==> config.mk <==
export PLATFORM = sky130hd
export DESIGN_NAME = ec2d_isqrt
export DESIGN_NICKNAME = d
export VERILOG_FILES = /design/src/sv/ec2d_isqrt.sv
export SDC_FILE = /design/constraint.sdc
export NUM_CORES = 2
export LEC_CHECK = 0
export BUFFER_PORTS_ARGS = -buffer_cell sky130_fd_sc_hd__buf_2
export CELL_PAD_IN_SITES_DETAIL_PLACEMENT = 1
export CELL_PAD_IN_SITES_GLOBAL_PLACEMENT = 2
export CORE_UTILIZATION = 49
export CTS_CLUSTER_SIZE = 40
export DETAILED_ROUTE_END_ITERATION = 10
export PLACE_DENSITY = 0.84
export SYNTH_ARGS = -nofsm -noshare
export SYNTH_HDL_FRONTEND = slang
export SYNTH_SLANG_ARGS = --single-unit
==> constraint.sdc <==
create_clock -name i_clk -period 8.11 [get_ports i_clk]
set_input_delay 0.811 -clock i_clk [delete_from_list [all_inputs] [get_ports i_clk]]
set_output_delay 0.811 -clock i_clk [all_outputs]
set_load 0.01 [all_outputs]
==> src/sv/ec2d_isqrt.sv <==
`timescale 1ns / 1ps
`default_nettype none

module ec2d_isqrt (
    input  logic        i_clk,
    input  logic        i_en,
    input  logic [63:0] i_rad,
    output logic [31:0] o_root
);

    localparam int STEPS = 32;

    logic [63:0] r_rem  [0:STEPS-1];
    logic [63:0] r_root [0:STEPS-1];

    // One result bit per stage, trial bit walking down from 2^62 by powers of four.
    for (genvar s = 0; s < STEPS; s++) begin : g_step
        localparam logic [63:0] BIT = 64'd1 << (62 - 2 * s);
        logic [63:0] rem_in;
        logic [63:0] root_in;
        logic [63:0] trial;

        if (s == 0) begin : g_first
            assign rem_in  = i_rad;
            assign root_in = '0;
        end else begin : g_next
            assign rem_in  = r_rem[s-1];
            assign root_in = r_root[s-1];
        end

        assign trial = root_in + BIT;

        always_ff @(posedge i_clk) begin
            if (i_en) begin
                if (rem_in >= trial) begin
                    r_rem[s]  <= rem_in - trial;
                    r_root[s] <= (root_in >> 1) + BIT;
                end else begin
                    r_rem[s]  <= rem_in;
                    r_root[s] <= root_in >> 1;
                end
            end
        end
    end

    assign o_root = r_root[STEPS-1][31:0];

endmodule

`default_nettype wire

==> results.toml <==
[outcome]
outcome = "completed"

[synthesis]
synth-edff-count = 2512
synthAdderAreaFrac_pct = 5.72
ys_ff_latch = 2512
synth_top_family_by_area = "simple AND/OR/NAND/NOR gates"
synth_compound_area_share_pct = 9.37
synth_ff_type = "edfxtp_1"
synth_xor_area_share_pct = 6.40
synth_area_sq_um = 122000
yosysUniqueCellTypes = 86
synth_warnings = 0
yosysSeqAreaShare_pct = 61.8
syn_nets = 10600
synthArstFlopShare_pct = 0
synthMuxAreaShare_pct = 0.478
syn_area_per_cell_sq_um = 12.3
synthSimpleGateAreaFrac_pct = 13.4
synthCells = 9960

[floorplan]
fp.dieW_um = 501
die-area_sq_um = 251000
io_pins = 98
core-area_sq_um = 247000
start_util_pct = 49.5
die_h_um = 501
num_rows = 182

[routing]
viasPerCell = 6.04
ant_nets = 0
routed_wl_um = 367000
drtPass1Iterations = 5
routedWlPerCell_um = 26.7
drc_errors = 0
vias = 83000
first_iter_violations = 8328

[setup_path]
cp.required_ns = 8.75
startpoint_type = "flip-flop"
arrival_ns = 5.53
cp_max_fo = 30
critPathKind = "flip-flop to flip-flop"
crit_path_end_kind = "flip-flop"

[cells_and_area]
layout_common_cells = "edfxtp_1, nand2_1, inv_1, o21ai_0, ha_1"
design_area_sq_um = 136000
nets = 10900
area_growth_pct = 11.4
drive_above_1_share_pct = 6.71
mostFrequentLayoutCell = "edfxtp_1"

[clock_tree]
clock_latency_ns = 0.96
cts_tree = "done"
cts.sinks = 2512
cts_setup_buffers = 0
hold_buffers = 53
cts_max_level = 5
clkTransAtPathRegs_ns = 0.06
cts_resized = 0
cts_buffers = 285
clockBufferDepth = 4
clockRootBuffer = "clkbuf_16"

[job]
maxCapViolations = 0

[global_routing]
first_global_vias = 83900
grt_use_met2_pct = 44.8
track_usage_pct = 29.0
grt_busiest_layer = "met2"
grt_use_met3_pct = 3.66
grt.overflow.total = 0
antenna_found_initial = 18
grt_pass1_wl_um = 546000
grt_max_degree = 201
grt_util_met1_pct = 42.1

[place]
pre_cts_ws_ns = 3.32
gp_congestion = 0.937
placement.io_buffers = 97
place_hpwl_um = 275000
place_area_sq_um = 127000

[timing]
period_share_pct = 60.3
setup_viol_count_final = 0
fin_skew_ns = 0.114
setup_tns_ns = 0
clock.fmax_ghz = 0.205
finalWorstSetupSlack_ns = 3.22
slew-limit-headroom_pct = 11.9
final_max_slew_viol_count = 0
rsz0062_at_grt = "false"
fin_hold_ws_ns = 0.0798
hold_viol_final = 0
final.min_clock_period_ns = 4.89
worst_pin_slew_ns = 1.31

[pwr]
p_leak_nw = 50.2
p_per_area_nw_per_um2 = 289
total_power_mw = 39.3
max-vdd-ir-drop_mv = 0.244

[min_path]
hold_path.class = "input port to flip-flop"
==> worst paths after layout <==
| check | from | cells past startpoint | to | slack, ns |
|---|---|---|---|---|
| min | i_rad[36] | 1 | r_rem[0][36]$_DFFE_PP_ | 0.08 |
| min reg2reg | r_rem[0][525]$_DFFE_PP_ | 0 | r_rem[0][589]$_DFFE_PP_ | 0.40 |
| max | r_rem[1][107]$_DFFE_PP_ | 11 | r_rem[1][191]$_DFFE_PP_ | 3.22 |
| max reg2reg | r_rem[1][107]$_DFFE_PP_ | 11 | r_rem[1][191]$_DFFE_PP_ | 3.22 |
==> flip-flops by register name (all words and copies together), names as in the netlist <==
| register | cells |
|---|---|
| r_rem | 1984 |
| r_root | 528 |
==> metal layers <==
layer / share of wire (%) / wire (um) / vias to the layer above
li1: - / - / 37800
met4: 3.6 / 13300 / 0
met3: 6.3 / 23000 / 565
met1: 45 / 167000 / 41900
met2: 45 / 164000 / 2720
met5: 0 / 0 / -
==> stage by stage <==
step | utilization (%) | std cells
2_1_floorplan | - | 9960
3_3_place_gp | 51.3 | 13200
3_5_place_dp | 51.3 | 13200
4_1_cts | 55.1 | 13700
5_1_grt | 55.1 | 13700
6_report | 55.1 | 13700
==> area by class of cell <==
class | instances | area [sq um]
fill | 24900 | 111000
sequential | 2512 | 75400
multi-input combinational | 6534 | 43400
clock buffer | 335 | 7490
tap | 3312 | 4140
inverter | 679 | 2550
timing repair buffer | 215 | 1600
clock inverter | 146 | 1420
antenna | 5 | 12.5
==> cell usage after synthesis, drive strengths merged, types with 15 or more instances <==
cell	n	share of area [%]
or2	53	0.27
a211o	21	0.15
o211ai	47	0.29
a211oi	55	0.34
a31oi	56	0.29
and3	50	0.26
nor3	293	1.2
clkbuf	198	0.61
xnor2	436	3.1
nand2	809	2.5
a2111oi	23	0.17
nor3b	24	0.15
buf	37	0.14
o21bai	45	0.28
nand2b	117	0.60
and2	39	0.20
o21a	90	0.55
nand3b	40	0.25
edfxtp	2512	62
nand4b	30	0.22
and4	23	0.16
nor4b	52	0.37
nand4	195	1.0
o31ai	38	0.23
mux2	43	0.40
o21ai	605	2.5
or3	103	0.53
inv	679	2.1
a21boi	22	0.14
ha	558	5.7
a21oi	509	2.1
nor2	553	1.7
nand3	180	0.74
nor4	389	2.0
nor2b	70	0.36
a21o	212	1.3
or4	101	0.63
o2111ai	15	0.11
xor2	457	3.3
==> worst max-delay path, cell delays in order (launching register included) <==
cell,delay [ns]
edfxtp_1,0.41
ha_1,0.40
nand2_1,0.12
nor4_2,0.51
nand3_1,0.16
nor2_1,0.15
a41oi_1,0.11
and4_1,0.38
inv_1,0.78
o21ai_0,0.76
or4_1,0.69
xnor2_1,0.14
==> kinds of logic after synthesis <==
kind of cell	Yosys count
AND/OR/NAND/NOR	3163
flip-flops	2512
AO/OA/AOI/OAI	1867
buffers and inverters	914
XOR/XNOR	893
adder cells (fa/ha/maj)	558
multiplexers	53
==> report_power, final <==
| part | total, mW | internal, mW | switching, mW |
|---|---|---|---|
| Clock | 12.6 | 7.42 | 5.21 |
| Combinational | 8.50 | 3.15 | 5.35 |
| Sequential | 18.2 | 16.5 | 1.73 |
Power figures use the tool's default switching activity.
