`config.mk`:
```
export PLATFORM = sky130hd
export DESIGN_NAME = ec2d_delay
export DESIGN_NICKNAME = d
export VERILOG_FILES = /design/src/sv/ec2d_delay.sv
export SDC_FILE = /design/constraint.sdc
export NUM_CORES = 1
export LEC_CHECK = 0
export BUFFER_PORTS_ARGS = -buffer_cell sky130_fd_sc_hd__buf_4
export CAP_MARGIN = 5
export CELL_PAD_IN_SITES_DETAIL_PLACEMENT = 0
export CELL_PAD_IN_SITES_GLOBAL_PLACEMENT = 1
export CORE_MARGIN = 5
export CORE_UTILIZATION = 45
export CTS_BUF_LIST = sky130_fd_sc_hd__clkbuf_16
export CTS_CLUSTER_DIAMETER = 60
export CTS_CLUSTER_SIZE = 24
export DETAILED_ROUTE_END_ITERATION = 12
export GPL_TIMING_DRIVEN = 0
export PLACE_DENSITY_LB_ADDON = 0.1
export SLEW_MARGIN = 20
export SYNTH_ARGS = -nofsm -noshare
export SYNTH_HDL_FRONTEND = slang
export SYNTH_SLANG_ARGS = --single-unit
```
`constraint.sdc`:
```
create_clock -name i_clk -period 1.1 [get_ports i_clk]
set_clock_uncertainty 0.2 [all_clocks]
set_input_delay 0.11 -clock i_clk [delete_from_list [all_inputs] [get_ports i_clk]]
set_output_delay 0.11 -clock i_clk [all_outputs]
set_load 0.1 [all_outputs]
```
`src/sv/ec2d_delay.sv`:
```
`timescale 1ns / 1ps
`default_nettype none

module ec2d_delay #(
    parameter int W     = 8,
    parameter int DEPTH = 4
) (
    input  logic         i_clk,
    input  logic         i_rst_n,
    input  logic         i_en,
    input  logic         i_vld,
    input  logic [W-1:0] i_data,
    output logic         o_vld,
    output logic [W-1:0] o_data
);

    logic         r_vld  [0:DEPTH-1];
    logic [W-1:0] r_data [0:DEPTH-1];

    always_ff @(posedge i_clk) begin
        if (!i_rst_n) begin
            for (int k = 0; k < DEPTH; k++) begin
                r_vld[k] <= 1'b0;
            end
        end else if (i_en) begin
            r_vld[0] <= i_vld;
            for (int k = 1; k < DEPTH; k++) begin
                r_vld[k] <= r_vld[k-1];
            end
        end
    end

    always_ff @(posedge i_clk) begin
        if (i_en) begin
            r_data[0] <= i_data;
            for (int k = 1; k < DEPTH; k++) begin
                r_data[k] <= r_data[k-1];
            end
        end
    end

    assign o_vld  = r_vld[DEPTH-1];
    assign o_data = r_data[DEPTH-1];

endmodule

`default_nettype wire

```
==> results.md, run 1 <==
* Number of primary I/O pins at 21
* Number of nets in the layout at 93
* Quantity of I/O buffers inserted on ports at 20
* Number of sinks driven by the clock tree at 36
* Share of the core filled with cells at 0.6461
* Via count of the first global-routing pass at roughly 540
* Number of rows in the core area at 18
* Violated checks: negative hold slack, negative setup slack
* Insertion delay to the later sink of the worst-skew pair at 270 ps
* Root Buffer: clkbuf_16
* Layer with the highest usage after global routing: met2
* Area Overhead vs Synth at 41.12%
* Total chip power at approximately 3.1 mW
* Met2 track demand over resource at 0.1543
* Met1 routing resource usage after global routing at 0.09182
* Number of buffers on the longest clock path at 2
* Count of final setup violators at 10
* Final sum of negative setup slack at -474.8 ps
* Core Region at 2432 µm²
* Clock buffer count from CTS at 5
* Switching Fraction at 0.2010
* Final Hold Violating Endpoints at 1
* Max Clock Freq at 861.1 MHz
* Post-synthesis instance area at 1114 µm²
* Final wirelength at between 1000 and 1500 µm
* Fin crit period at 1161 ps
* Floorplan die area at 3569 µm²
* Pre-Repair DR Iteration Count at 3
* Worst slew pin tran at 439.3 ps
* Clock tree from TritonCTS: built
* Combinational power share at 0.085
* First-pass GRT wire length at between 2000 and 2500 µm
* Endpoint kind of the worst setup timing path: output pin
* Most common cell after layout, fill and taps aside: edfxtp_1
* Iter 0 DRT Violations at 4
* Die Height at roughly 60 µm
* Syn Nets at 56
* Least setup slack across all paths after layout at -61.31 ps
* Leading cell types in the layout, fill and taps excluded: 33 x edfxtp_1, 11 x buf_4, 10 x dlygate4sd3_1
* Net Sw Power at 0.6278 mW
* Power share of the clock group at 0.396
* Mean number of vias per cell at 4.500
* Critical-path top delay cell: edfxtp_1
* Average footprint of a synthesized cell at ~25 µm²
* Period utilisation layout at 1.056
* Peak supply drop at 0.001744 V
* Arrival time reported for the critical path endpoint at 850 ps
* Average wire per cell in the routed design at between 10 and 15 µm
* Clock-pin slew on the worst setup and hold paths at 50 ps
* Post-CTS setup-driven buffer insertion count at 0
* Worst endpoint required time at 790 ps
* Total of warnings raised by yosys at 0
* Crit path largest cell delay at roughly 400 ps
* CP cell instances: buf_6
* Total congestion overflow at 0
* Total internal power at 2.496 mW
* RSZ-0062 raised after global routing: yes
* Worst slack after detailed placement at -75.34 ps
* Leakage power of the design at 0.6008 nW
* Fraction of final layout cells with drive strength greater than 1 at 0.3171
* Crit path launch type: flop
* Max-slew violation count at 0
* Initial cell density of the core at 0.4578
* Synthesized instance count at 44
* Largest net degree at the start of global routing at 38
* Delay-heaviest family, CP: flip-flops
* Antenna cell count at 0
* Worst setup path category: flop to output pin
* Buffering stage count on the worst path with inverters included at 1
* All-Layer GR Usage at 0.09694
* Number of unique standard cell types used by synthesis at 6
* Final Wtd Congestion at between 0.6 and 0.7
* Run status: complete, but fails checks
* H-tree depth at 2
* Post-synthesis sequential element count at 36
* Die width at about 60 µm
* Slew headroom at 0.7071
* Fraction of the yosys area taken by sequential cells at 0.9438
* Power density over the cells at a little under 2000 nW/µm²
* Sequential Power Share at 0.519
* Max Fanout on Critical Path at 1
* Total via count after detailed routing at between 500 and 600
* # Max-Cap Violations at 0
* Met3 usage at 0.06479
* Worst min path class: input pin to flop
* Remaining DRCs at 0
* DRT antenna net count at 0
* Final hold slack at -24.49 ps
* Antenna violations before repair at 0
-- synth_stat cells --
| master | count | area (µm²) |
|---|---|---|
| and3_2 | 1 | 7.510 |
| mux2i_1 | 3 | 30.03 |
| nand2b_1 | 1 | 6.260 |
| edfxtp_1 | 33 | 991.0 |
| dfxtp_1 | 3 | 60.06 |
| nor2b_1 | 3 | 18.77 |
-- routing by layer --
metal	up-vias	wire, µm
met2	15	731
met1	242	509
met3	0	104
met4	0	0
met5	-	0
li1	247	-
-- area by class of cell --
type                            count  area, µm²
Sequential cell                    36       1051
Clock buffer                        5      125.1
Timing Repair Buffer               30      284.0
Multi-Input combinational cell      8      62.56
Clock inverter                      3      11.26
Fill cell                         167      860.8
Tap cell                           30      37.54
-- per-stage QoR --
| step | cells | hold WS [ps] | instance area, µm² |
|---|---|---|---|
| 2_1_floorplan | 44 | 8.869 | 1114 |
| 3_3_place_gp | 94 | 88.70 | 1301 |
| 3_5_place_dp | 94 | 89.66 | 1301 |
| 4_1_cts | 112 | 121.3 | 1572 |
| 5_1_grt | 112 | -23.02 | 1572 |
| 6_report | 112 | -24.49 | 1572 |
-- flip-flops by register name (all words and copies together) (netlist names) --
signal / count
r_data: 32
r_vld: 4
-- cell families (layout without fill, tap and decap cells) --
logic type             count (synthesis)  in the layout  synth area share
DFF                                   36             36            0.9438
and+or+nand+nor                        5              5           0.02922
muxes                                  3              3           0.02697
buffers and inverters                  0             38                 0
-- power by group through the flow --
stage	registers, mW	logic, mW	clock network [mW]
after floorplan	1.77	0.0100	0
after global placement	1.64	0.227	0
final	1.62	0.267	1.24
after CTS	1.62	0.269	1.28
after detailed placement	1.64	0.229	0
after global routing	1.63	0.278	1.36
-- worst paths after layout --
kind,start,to,slack (ps),cells past startpoint
setup / recovery,r_data[3][2]$_DFFE_PP_,o_data[2],-60,1
hold / removal,i_rst_n,r_vld[3]$_DFFE_PP_,-20,2
setup reg to reg,r_vld[2]$_DFF_P_,r_vld[3]$_DFFE_PP_,170,1
hold reg to reg,r_data[1][4]$_DFFE_PP_,r_data[2][4]$_DFFE_PP_,210,0
-- what timing repair did --
item,in CTS,in global routing
pin swaps,0,0
hold endpoints to repair,13,4
endpoints found under the setup margin,9,11
resized for setup,9,0
hold buffers,10,1
Power figures use the tool's default switching activity.
==> inputs of run 2 (changes only) <==
RECOVER_POWER = 100   (was default)
==> run 2 against run 1 <==
Non-clock buffer count unchanged. Via count stayed put. Count of clock-buffer cells in the layout is the same. Setup slack is essentially flat. Highest routed layer unchanged. Sequential power about the same. The run ends with negative setup slack left. Power down 0.12%. Final area stayed put. Combinational power barely moved. Routed wire length down 0.30%.
==> results.md, run 2 (same netlist as run 1, synthesis figures left out) <==
* Clock-pin slew on the worst setup and hold paths at 50 ps (about the same)
* Number of sinks driven by the clock tree at 36 (unchanged)
* Violated checks: negative setup slack
* R2R depth at 1 (unchanged)
* DRT antenna net count at 0 (unchanged)
* Mean number of vias per cell at 4.500 (unchanged)
* Total congestion overflow at 0 (unchanged)
* Average wire per cell in the routed design at 11.97 µm (-0.30%)
* Die width at 59.75 µm (unchanged)
* Area Overhead vs Synth at 41.12% (unchanged)
* Startpoint of the most critical register-to-register path: r_vld[2]$_DFF_P_
* Worst min path class: input pin to flop
* Placed Cells at 94 (unchanged)
* Initial cell density of the core at 0.4578 (unchanged)
* Clock tree from TritonCTS: built
* Run status: complete, but fails checks
* Peak supply drop at 0.001731 V (-0.74%)
* Leading cell types in the layout, fill and taps excluded: 33 x edfxtp_1, 11 x clkbuf_4, 10 x dlygate4sd3_1
* Critical path origin: r_data[3][2]$_DFFE_PP_
* Crit path launch type: flop
* First-pass GRT wire length at 2290 µm (unchanged)
* Instance area after placement at 1301 µm² (unchanged)
* Endpoint kind of the worst setup timing path: output pin
* Max-slew violation count at 0 (unchanged)
* Largest net degree at the start of global routing at 38 (unchanged)
* Register area at 1051 µm² (unchanged)
* Final design instance area without fill at 1572 µm² (unchanged)
* Insertion delay to the later sink of the worst-skew pair at 270 ps (about the same)
* CP cell instances: buf_6
* Via count of the first global-routing pass at 536 (unchanged)
* Worst slew pin tran at 473.2 ps (+33.89 ps)
* H-tree depth at 2 (unchanged)
* Fin crit period at 1161 ps (-0.2876 ps)
* Pre-Repair DR Iteration Count at 4 (+1)
* Period utilisation layout at 1.055 (about the same)
* Worst endpoint required time at 790 ps (about the same)
* Leakage power of the design at 0.5985 nW (-0.37%)
* Crit path largest cell delay at 390 ps (about the same)
* Stages on worst setup path at 1 (unchanged)
* Length of routed met3 wiring at 105 µm (+0.96%)
* RSZ-0062 raised after global routing: yes
* Arrival time reported for the critical path endpoint at 850 ps (about the same)
* Antenna cell count at 0 (unchanged)
* Buffering stage count on the worst path with inverters included at 1 (unchanged)
* Final wirelength at 1341 µm (-0.30%)
* Iter 0 DRT Violations at 8 (+4)
* Number of cells traversed by the worst hold path at 2 (unchanged)
* Number of nets in the layout at 93 (unchanged)
* # Max-Cap Violations at 0 (unchanged)
* Number of flip-flops in the largest register at 32 (unchanged)
* Number of primary I/O pins at 21 (unchanged)
* Largest Register: r_data
* Final hold slack at 0.5108 ps (+25.00 ps)
* Critical-path top delay cell: edfxtp_1
* Number of buffers on the longest clock path at 2 (unchanged)
* Count of final setup violators at 10 (unchanged)
* Clock buffer count from CTS at 5 (unchanged)
* Worst flop-to-flop path endpoint: r_vld[3]$_DFFE_PP_
* Root Buffer: clkbuf_16
* Termination of the worst setup path: o_data[2]
* Quantity of I/O buffers inserted on ports at 20 (unchanged)
* Internal reg-to-reg setup slack at 170 ps (about the same)
* Die Height at 59.75 µm (unchanged)
* Fill cell instance count of the final layout at 167 (unchanged)
* Final Wtd Congestion at 0.6565 (unchanged)
* Top routing layer in use: met3
* Worst setup path category: flop to output pin
* Least setup slack across all paths after layout at -61.02 ps (+0.2876 ps)
* Multi-input logic area at 62.56 µm² (unchanged)
* Max Fanout on Critical Path at 1 (unchanged)
* All-Layer GR Usage at 0.09694 (unchanged)
* Most common cell after layout, fill and taps aside: edfxtp_1
* Share of the core filled with cells at 0.6461 (unchanged)
* Slew headroom at 0.6845 (-0.02259)
* Remaining DRCs at 0 (unchanged)
* Met1 wire length at 497 µm (-2.4%)
* Fraction of final layout cells with drive strength greater than 1 at 0.3171 (unchanged)
* Floorplan die area at 3569 µm² (unchanged)
* Antenna violations before repair at 0 (unchanged)
* Final Hold Violating Endpoints at 0 (-1)
* Number of rows in the core area at 18 (unchanged)
* Total chip power at 3.120 mW (-0.12%)
* Met2 wirelength from detailed routing at 738 µm (+0.96%)
* Core Region at 2432 µm² (unchanged)
* Power density over the cells at 1985 nW/µm² (-0.12%)
* Delay-heaviest family, CP: flip-flops
* Largest registers ranked by flip-flop count: r_data x32, r_vld x4
* Total via count after detailed routing at 504 (unchanged)
* Count of placed standard cells in the final layout, fillers left out at 112 (unchanged)
* Max Clock Freq at 861.3 MHz (about the same)
run 2: cell count changes in the layout (fill, tap and decap cells not counted), sizes merged:
cell,delta
buf,-11
clkbuf,+11
run 2: repair_timing:
action                                  in CTS  in global routing
gates resized for setup                      9                  0
hold buffers                                10                  1
buffers inserted                             0                  0
endpoints found under the hold margin       13                  4
endpoints found under the setup margin       9                 11
run 2: worst min path at each step:
stage / startpoint / endpoint / slack [ps]
floorplan: i_data[0] / r_data[0][0]$_DFFE_PP_ / 9
global placement: i_data[2] / r_data[0][2]$_DFFE_PP_ / 90
detailed placement: i_data[7] / r_data[0][7]$_DFFE_PP_ / 90
CTS: i_en / r_data[0][7]$_DFFE_PP_ / 120
global route: i_rst_n / r_vld[3]$_DFFE_PP_ / 3
finish: i_rst_n / r_vld[3]$_DFFE_PP_ / 0.5
run 2: per-layer routing:
| layer | GRT usage | vias to the layer above |
|---|---|---|
| li1 | - | 246 |
| met1 | 0.09182 | 243 |
| met2 | 0.1543 | 15 |
| met3 | 0.06479 | 0 |
| met4 | 0.05696 | 0 |
| met5 | 0 | - |
run 2: power breakdown:
| part | total (mW) | switching [mW] | internal [mW] |
|---|---|---|---|
| registers | 1.62 | 0.0236 | 1.60 |
| clock network | 1.23 | 0.425 | 0.810 |
| logic | 0.264 | 0.177 | 0.0869 |
| total | 3.12 | 0.626 | 2.49 |
run 2: layout make-up:
type	instances	area share
Sequential cell	36	0.6688
Timing Repair Buffer	30	0.1807
Clock buffer	5	0.07962
Multi-Input combinational cell	8	0.03981
Tap cell	30	0.02389
Clock inverter	3	0.007166
run 2: metrics by stage:
stage               setup TNS (ps)  worst slack [ps]
floorplan                    -1026            -114.0
global placement            -52.19            -52.19
detailed placement          -157.4            -75.34
CTS                         -662.3            -78.69
global route                -786.6            -101.7
finish                      -479.1            -61.02
